$ cat src/rtl/ppp_pkg.sv
// ============================================================================
// ppp_pkg
// types and constants shared by the payload parameter parser modules
// ============================================================================
package ppp_pkg;

    // parser phase codes
    localparam logic [1:0] PH_HEADER = 2'd0;
    localparam logic [1:0] PH_VALUE  = 2'd1;
    localparam logic [1:0] PH_CLEN   = 2'd2;
    localparam logic [1:0] PH_CDATA  = 2'd3;

    // header byte layout
    localparam logic [7:0] TYPE_MASK   = 8'b0011_1111;
    localparam int         CODE_SHIFT  = 6;
    localparam logic [1:0] CODE_CUSTOM = 2'd3;

    typedef struct packed {
        logic [7:0] data_byte;
        logic       end_of_payload;
    } in_item_t;

    typedef struct packed {
        logic [5:0]  param_type;
        logic [7:0]  param_size;
        logic [31:0] param_value;
        logic        is_custom;
        logic        truncated;
    } out_item_t;

    // outcome of one parser step
    typedef struct packed {
        logic      emit;
        out_item_t result;
    } ppp_step_t;

endpackage

$ cat src/rtl/ppp_parse.sv
// ============================================================================
// ppp_parse
// parser state and the one-byte state update, one step per advance
// ============================================================================
module ppp_parse
    import ppp_pkg::*;
(
    input  logic      clk,
    input  logic      rst_n,
    input  logic      advance,
    input  in_item_t  item,
    output ppp_step_t step
);

    logic [1:0]  phase_reg,       phase_next;
    logic [7:0]  bytes_left_reg,  bytes_left_next;
    logic [31:0] value_acc_reg,   value_acc_next;
    logic [1:0]  byte_pos_reg,    byte_pos_next;
    logic [5:0]  held_type_reg,   held_type_next;
    logic [7:0]  held_size_reg,   held_size_next;
    logic        held_custom_reg, held_custom_next;

    always_comb
    begin
        logic [7:0]  b;
        logic        last;
        logic [1:0]  code;
        logic [31:0] shifted;
        logic [31:0] acc_new;
        logic [7:0]  left_dec;
        logic        emit;
        logic        trunc;
        logic [31:0] value;

        b    = item.data_byte;
        last = item.end_of_payload;
        code = b[CODE_SHIFT +: 2];

        unique case (byte_pos_reg)
            2'd0: shifted = {24'd0, b};
            2'd1: shifted = {16'd0, b, 8'd0};
            2'd2: shifted = {8'd0, b, 16'd0};
            2'd3: shifted = {b, 24'd0};
        endcase
        acc_new  = value_acc_reg | shifted;
        left_dec = bytes_left_reg - 8'd1;

        phase_next       = phase_reg;
        bytes_left_next  = bytes_left_reg;
        value_acc_next   = value_acc_reg;
        byte_pos_next    = byte_pos_reg;
        held_type_next   = held_type_reg;
        held_size_next   = held_size_reg;
        held_custom_next = held_custom_reg;
        emit             = 1'b0;
        trunc            = 1'b0;
        value            = 32'd0;

        unique case (phase_reg)
            PH_VALUE:
            begin
                value_acc_next  = acc_new;
                byte_pos_next   = byte_pos_reg + 2'd1;
                bytes_left_next = left_dec;
                value           = acc_new;
                if (left_dec == 8'd0)
                    emit = 1'b1;
                else if (last)
                begin
                    emit  = 1'b1;
                    trunc = 1'b1;
                end
            end
            PH_CLEN:
            begin
                held_size_next = b;
                if (b == 8'd0)
                    emit = 1'b1;
                else if (last)
                begin
                    emit  = 1'b1;
                    trunc = 1'b1;
                end
                else
                begin
                    bytes_left_next = b;
                    phase_next      = PH_CDATA;
                end
            end
            PH_CDATA:
            begin
                bytes_left_next = left_dec;
                if (left_dec == 8'd0)
                    emit = 1'b1;
                else if (last)
                begin
                    emit  = 1'b1;
                    trunc = 1'b1;
                end
            end
            PH_HEADER:
            begin
                held_type_next = b[5:0] & TYPE_MASK[5:0];
                value_acc_next = 32'd0;
                byte_pos_next  = 2'd0;
                if (code == CODE_CUSTOM)
                begin
                    held_custom_next = 1'b1;
                    held_size_next   = 8'd0;
                    if (last)
                    begin
                        emit  = 1'b1;
                        trunc = 1'b1;
                    end
                    else
                        phase_next = PH_CLEN;
                end
                else
                begin
                    held_custom_next = 1'b0;
                    held_size_next   = 8'd1 << code;
                    if (last)
                    begin
                        emit  = 1'b1;
                        trunc = 1'b1;
                    end
                    else
                    begin
                        bytes_left_next = 8'd1 << code;
                        phase_next      = PH_VALUE;
                    end
                end
            end
        endcase

        // a finished or cut-off parameter leaves the parser waiting for a header
        if (emit)
        begin
            phase_next      = PH_HEADER;
            bytes_left_next = 8'd0;
            value_acc_next  = 32'd0;
            byte_pos_next   = 2'd0;
        end

        step.emit               = emit;
        step.result.param_type  = held_type_next;
        step.result.param_size  = held_size_next;
        step.result.param_value = value;
        step.result.is_custom   = held_custom_next;
        step.result.truncated   = trunc;
    end

    always_ff @(posedge clk or negedge rst_n)
    begin
        if (!rst_n)
        begin
            phase_reg       <= PH_HEADER;
            bytes_left_reg  <= 8'd0;
            value_acc_reg   <= 32'd0;
            byte_pos_reg    <= 2'd0;
            held_type_reg   <= 6'd0;
            held_size_reg   <= 8'd0;
            held_custom_reg <= 1'b0;
        end
        else if (advance)
        begin
            phase_reg       <= phase_next;
            bytes_left_reg  <= bytes_left_next;
            value_acc_reg   <= value_acc_next;
            byte_pos_reg    <= byte_pos_next;
            held_type_reg   <= held_type_next;
            held_size_reg   <= held_size_next;
            held_custom_reg <= held_custom_next;
        end
    end

endmodule

$ cat src/rtl/payload_parameter_parser_unit.sv
// ============================================================================
// payload_parameter_parser_unit
// splits a byte stream into type-length-value parameters
// ============================================================================
// Takes one payload byte per request on the item channel and returns one
// request on the param channel for each completed parameter, or for a
// parameter cut off by the end-of-payload flag (truncated set). A header
// byte carries the type in its low six bits and a size code in its top
// two: 1, 2 or 4 value bytes gathered little-endian, or a custom length in
// the following byte whose data is skipped and reported with value zero.
// The block sustains one byte per clock cycle while results are accepted:
// each byte is latched in an input register, the parser state is updated
// from it when it is processed, and any result lands in an output register,
// where it is presented until it is accepted.
// While a result waits unaccepted in the output register the byte in the
// input register is held, whether or not it completes a parameter; one
// more byte can still enter an empty input register, after which the input
// side stalls until the result is taken.
// ============================================================================
module payload_parameter_parser_unit
    import ppp_pkg::*;
(
    input  logic      clk,
    input  logic      rst_n,
    // byte channel
    input  logic      item_valid,
    output logic      item_ready,
    input  in_item_t  item,
    // parameter channel
    output logic      param_valid,
    input  logic      param_ready,
    output out_item_t param
);

    // input register
    logic      item_valid_reg, item_valid_next;
    in_item_t  item_reg;

    // output register
    logic      param_valid_reg, param_valid_next;
    out_item_t param_reg;

    ppp_step_t step;
    logic      step_fire;
    logic      item_accept;

    // the held byte is processed once the output slot is free or draining
    assign step_fire   = item_valid_reg && (!param_valid_reg || param_ready);
    assign item_ready  = !item_valid_reg || step_fire;
    assign item_accept = item_valid && item_ready;

    ppp_parse u_parse
    (
        .clk     (clk),
        .rst_n   (rst_n),
        .advance (step_fire),
        .item    (item_reg),
        .step    (step)
    );

    always_comb
    begin
        if (item_accept)
            item_valid_next = 1'b1;
        else if (step_fire)
            item_valid_next = 1'b0;
        else
            item_valid_next = item_valid_reg;

        // a step only fires when the output slot is free or draining
        if (step_fire)
            param_valid_next = step.emit;
        else
            param_valid_next = param_valid_reg && !param_ready;
    end

    always_ff @(posedge clk or negedge rst_n)
    begin
        if (!rst_n)
        begin
            item_valid_reg  <= 1'b0;
            param_valid_reg <= 1'b0;
        end
        else
        begin
            item_valid_reg  <= item_valid_next;
            param_valid_reg <= param_valid_next;
        end
    end

    // payload registers, no reset needed
    always_ff @(posedge clk)
    begin
        if (item_accept)
            item_reg <= item;
        if (step_fire && step.emit)
            param_reg <= step.result;
    end

    assign param_valid = param_valid_reg;
    assign param       = param_reg;

endmodule

$ cat config.mk
export PLATFORM = sky130hd
export DESIGN_NAME = payload_parameter_parser_unit
export DESIGN_NICKNAME = d
export VERILOG_FILES = /design/src/rtl/ppp_pkg.sv /design/src/rtl/ppp_parse.sv /design/src/rtl/payload_parameter_parser_unit.sv
export SDC_FILE = /design/constraint.sdc
export NUM_CORES = 1
export LEC_CHECK = 0
export ABC_AREA = 1
export ABC_CLOCK_PERIOD_IN_PS = 9100
export BUFFER_PORTS_ARGS = -buffer_cell sky130_fd_sc_hd__buf_2
export CORE_MARGIN = 4
export CORE_UTILIZATION = 50
export CTS_CLUSTER_SIZE = 28
export DETAILED_ROUTE_END_ITERATION = 12
export PLACE_DENSITY = 0.78
export SYNTH_ARGS = -nofsm -noshare
export SYNTH_HDL_FRONTEND = slang
export SYNTH_SLANG_ARGS = --single-unit
export TNS_END_PERCENT = 5
$ cat constraint.sdc
create_clock -name clk -period 9.1 [get_ports clk]
set_input_delay 2.275 -clock clk [delete_from_list [all_inputs] [get_ports clk]]
set_output_delay 2.275 -clock clk [all_outputs]
set_load 0.02 [all_outputs]
# Word level (Yosys, flattened, before mapping)
# Cells that the tools add are included.
# totals
ff_bits	118
output_inout_bits	50
# op_classes
n_addsub	2
n_eq_ne	11
shifts	1
muxes	33
bitwise_logic	1
n_reduce_logical	20
# ops
op	count
$pmux W32 S4	1
$pmux W32 S2	1
$mux W8	6
$mux W32	1
$or A32 B32 Y32	1
$pmux W8 S3	1
$logic_not A8 Y1	2
$pmux W8 S2	1
$mux W2	7
$ne A3 B3 Y1 const B	4
$eq A2 B2 Y1 const B	5
$mux W1	10
$reduce_and A5 Y1	2
$pmux W2 S2	2
$shl A1 B2 Y8 const A	1
$sub A8 B1 Y8 const B	1
$mux W6	1
$pmux W1 S3	2
$reduce_bool A3 Y1	2
$eq A2 B1 Y1 const B	2
$logic_and A1 B1 Y1	4
$logic_not A2 Y1	2
$logic_not A1 Y1	3
$add A2 B1 Y2 const B	1
4 further kinds	5

# Longest topological paths before layout
# depth
ltp_word	6
mapped_depth	16
ltp_nobuf	14

# Hierarchy
# A second synthesis with hierarchy kept.
# unflattened
cells_unflattened	519
hier_area_um2	5232.5
# by_module_without_submodules
mod	instances	cells_per_inst	area_per_inst_um2	seq_area_each_um2
ppp_parse	1	447	3414.5	1476.4
payload_parameter_parser_unit	1	72	1818.0	1761.7

# Least setup slack after synthesis
# OpenSTA, ideal clock, no wires.
# synth_timing
path_type	in2reg
start	in param_ready
end	reg param_reg, in the netlist param[0], enable pin
t_arrival_ns	4.895
path_slack_ns	3.752
path_stages	5
n_path_buf	1
path_cell_list	inv_1 -> a21oi_4 -> clkbuf_1 -> inv_1 -> nor2_1
# synth_between
elab_chain_len	3
# synth_lines
element	line	rtl
start, declared	payload_parameter_parser_unit.sv:31	input logic param_ready,
$logic_or A1 B1 Y1	payload_parameter_parser_unit.sv:48	assign step_fire = item_valid_reg && (!param_valid_reg || param_ready);
$logic_and A1 B1 Y1	payload_parameter_parser_unit.sv:48	
$logic_and A1 B1 Y1	payload_parameter_parser_unit.sv:96	if (step_fire && step.emit)
end signal, assigned	payload_parameter_parser_unit.sv:97	param_reg <= step.result;
end, declared	payload_parameter_parser_unit.sv:41	out_item_t param_reg;
# No other way between the ends.
# A chain may end at the register's enable or synchronous reset.

# Final worst setup path
# layout_timing
start	in param_ready
end	out item_ready
# layout_between
elab_chain_len	3
# layout_lines
element	line	rtl
$logic_or A1 B1 Y1	payload_parameter_parser_unit.sv:48	
$logic_and A1 B1 Y1	payload_parameter_parser_unit.sv:48	
$logic_or A1 B1 Y1	payload_parameter_parser_unit.sv:49	assign item_ready = !item_valid_reg || step_fire;
end, declared	payload_parameter_parser_unit.sv:27	output logic item_ready,
# No other way between the ends.

==> flow_summary.yaml <==
worst_setup_path:
  critical_path.max_stage_delay_ns: 0.18
  reg2regPathDepth: 13
  required_ns: 6.83
  path_max_fanout: 3
  rr_endpoint: "param[1]"
  slowest_stage: "buf_2"
  crit_family: "buffers and inverters"
  end_kind: "primary output"
  start_kind: "input pin"
  arrival_ns: 2.79
  reg2reg_slack_ns: 5.89
  crit_chain: "buf_2 > inv_1 > nand3_1 > buf_2"
  crit-reg2reg-launch: "u_parse.bytes_left_reg[0]"
  path_class: "in2out"
  worstPathBufferInverterCount: 3
  cpMostUsedCell: "buf_2"
yosys:
  yosys_warnings: 0
  synth.avg_cell_area_um2: 9.914
  netlist.area_leader.share: 0.3156
  synth_edf_count: 57
  synth_cell_types: 36
  syn_inst: 547
  synth.area.top_cells: "edfxtp_1 (32%), dfrtp_1 (28%), nand2_1 (6.4%)"
  syn_area_um2: 5423
  synth-seq-cells: 118
  ys_seq_area_frac: 0.5971
  synth-async-reset-ratio: 0.5169
  synth_flop_cell: "dfrtp_1"
  synth_top_area_cell: "edfxtp_1"
  syn_nets: 566
die:
  rows: 37
  die_y_um: 112.1
  die_x_um: 112.1
  die_area_um2: 12580
  start_util: 0.5183
  core_um2: 10460
  io_pins: 63
place:
  numPortBuffers: 62
  dp_hpwl_um: 7450
  place_congestion: 0.9136
  place_inst: 715
  dpl-instance-area_um2: 5749
routing:
  drc: 0
  drt_iter0_markers: 467
  viasPerCell: 5.518
  antenna_left: 0
  wire_per_inst_um: 16.22
  via_count: 4122
  wl_um: 12120
  drt-pass1-iter-count: 7
sta:
  slew_headroom: 0.3049
  timing.final.crit_share: 0.5569
  setup_viol_count_final: 0
  finalSetupTns_ns: 0
  hold_viol: 0
  max_slew.worst_pin.slew_ns: 1.040
  post-route-min-period_ns: 5.067
  slew_violations: 0
  fmax_mhz: 197.3
  rsz0062_at_grt: "false"
  holdWs_ns: 0.4932
  finalClockSkew_ns: 0.01268
clock_tree:
  clockBufferDepth: 2
  cts_made_buffers: 17
  h-tree-depth: 4
  clock_latency_ns: 0.52
  post_cts_buffers: 0
  clk_pin_slew_ns: 0.06
  cts_resized: 0
  clock_sinks: 118
  cts_tree: "done"
  clockRootBuffer: "clkbuf_8"
  postCtsHoldBufs: 0
hold_path:
  min_path_cells: 2
  min_from: "u_parse.value_acc_reg[16]"
  min_to: "u_parse.value_acc_reg[16]"
  timing.hold.worst.class: "reg2reg"
job:
  drv_cap: 0
final_layout:
  n_antenna_cell: 0
  regArea_um2: 3238
  layout_common_cells: "nand2_1 (93), inv_1 (66), buf_2 (62)"
  multi_input_area_um2: 1745
  nNetsFinal: 617
  drive_gt1_frac: 0.2177
  syn2layout_area_growth_pct: 17.01
  final_area_um2: 6345
  largest_register_ffs: 48
  nFillCells: 870
  final_common_cell: "nand2_1"
  stdcell_count: 747
grt:
  grt_pass1_wl_um: 20100
  track_usage: 0.2011
  grt_pass1_vias: 4122
  grt_max_degree: 62
  overflow: 0
  antenna_found_initial: 0
pwr:
  p_leak_uw: 0.002879
  power_uw: 2038
  vdd_drop_max_uv: 141.8
  powerDensity_nw_per_um2: 321.2
run_status:
  status: "finished clean"
## per-layer routing
layer | part of all wire | track usage
met5 | 0 | 0
met4 | 0.025 | 0.09696
met3 | 0.070 | 0.05229
met2 | 0.50 | 0.3286
met1 | 0.41 | 0.2497
## through the flow
step           setup slack (ns)    util
4_1_cts                   4.022  0.6064
3_5_place_dp              4.024  0.5495
5_1_grt                   3.973  0.6064
3_3_place_gp              4.056  0.5495
6_report                  4.033  0.6064
2_1_floorplan             3.752       -
## synthesized netlist by cell type (4+ instances only)
library cell	count
nor2_1	42
nand2_1	93
nand2_2	9
o21ai_2	16
dfrtp_1	61
buf_2	6
o22ai_1	4
inv_1	66
buf_4	4
nand3_1	8
o21ai_0	39
ha_1	6
clkbuf_1	17
a21oi_1	19
o21ai_1	18
edfxtp_1	57
buf_6	5
a31oi_1	16
nand4_1	34
## worst max-delay path by stage
stage	startpoint	endpoint	slack (ns)	cells past startpoint
after CTS	param_ready	item_ready	4.02	4
after global placement	param_ready	item_ready	4.06	4
after global routing	param_ready	item_ready	3.97	4
after detailed placement	param_ready	item_ready	4.02	4
after floorplan	param_ready	param[0]	3.75	5
final	param_ready	item_ready	4.03	4
## power by group
part / switching [uW] / internal, uW / total (uW)
logic: 433 / 170 / 603
registers: 73.9 / 693 / 766
clock network: 222 / 447 / 668
## layout make-up
| cell class | instances | share of cell area |
|---|---|---|
| repair buffers | 65 | 0.05246 |
| clock inverters | 12 | 0.02524 |
| clock buffers | 20 | 0.06863 |
| multi-input cells | 326 | 0.2751 |
| flip-flops and latches | 118 | 0.5104 |
| inverters | 70 | 0.04141 |
| well taps | 136 | 0.02682 |
## worst min-delay path, stage by stage (launching register included)
cell	delay, ns
dfrtp_1	0.34
nand2_1	0.05
o21ai_1	0.06
## cell families after synthesis
logic type / after synthesis / synth area share
xor+xnor: 1 / 0.001615
fa+ha+maj: 6 / 0.01384
buf+inv: 103 / 0.08237
simple gates: 198 / 0.1698
flops: 118 / 0.5971
compound gates: 121 / 0.1352
No activity file was read; power rests on OpenSTA's default activity.
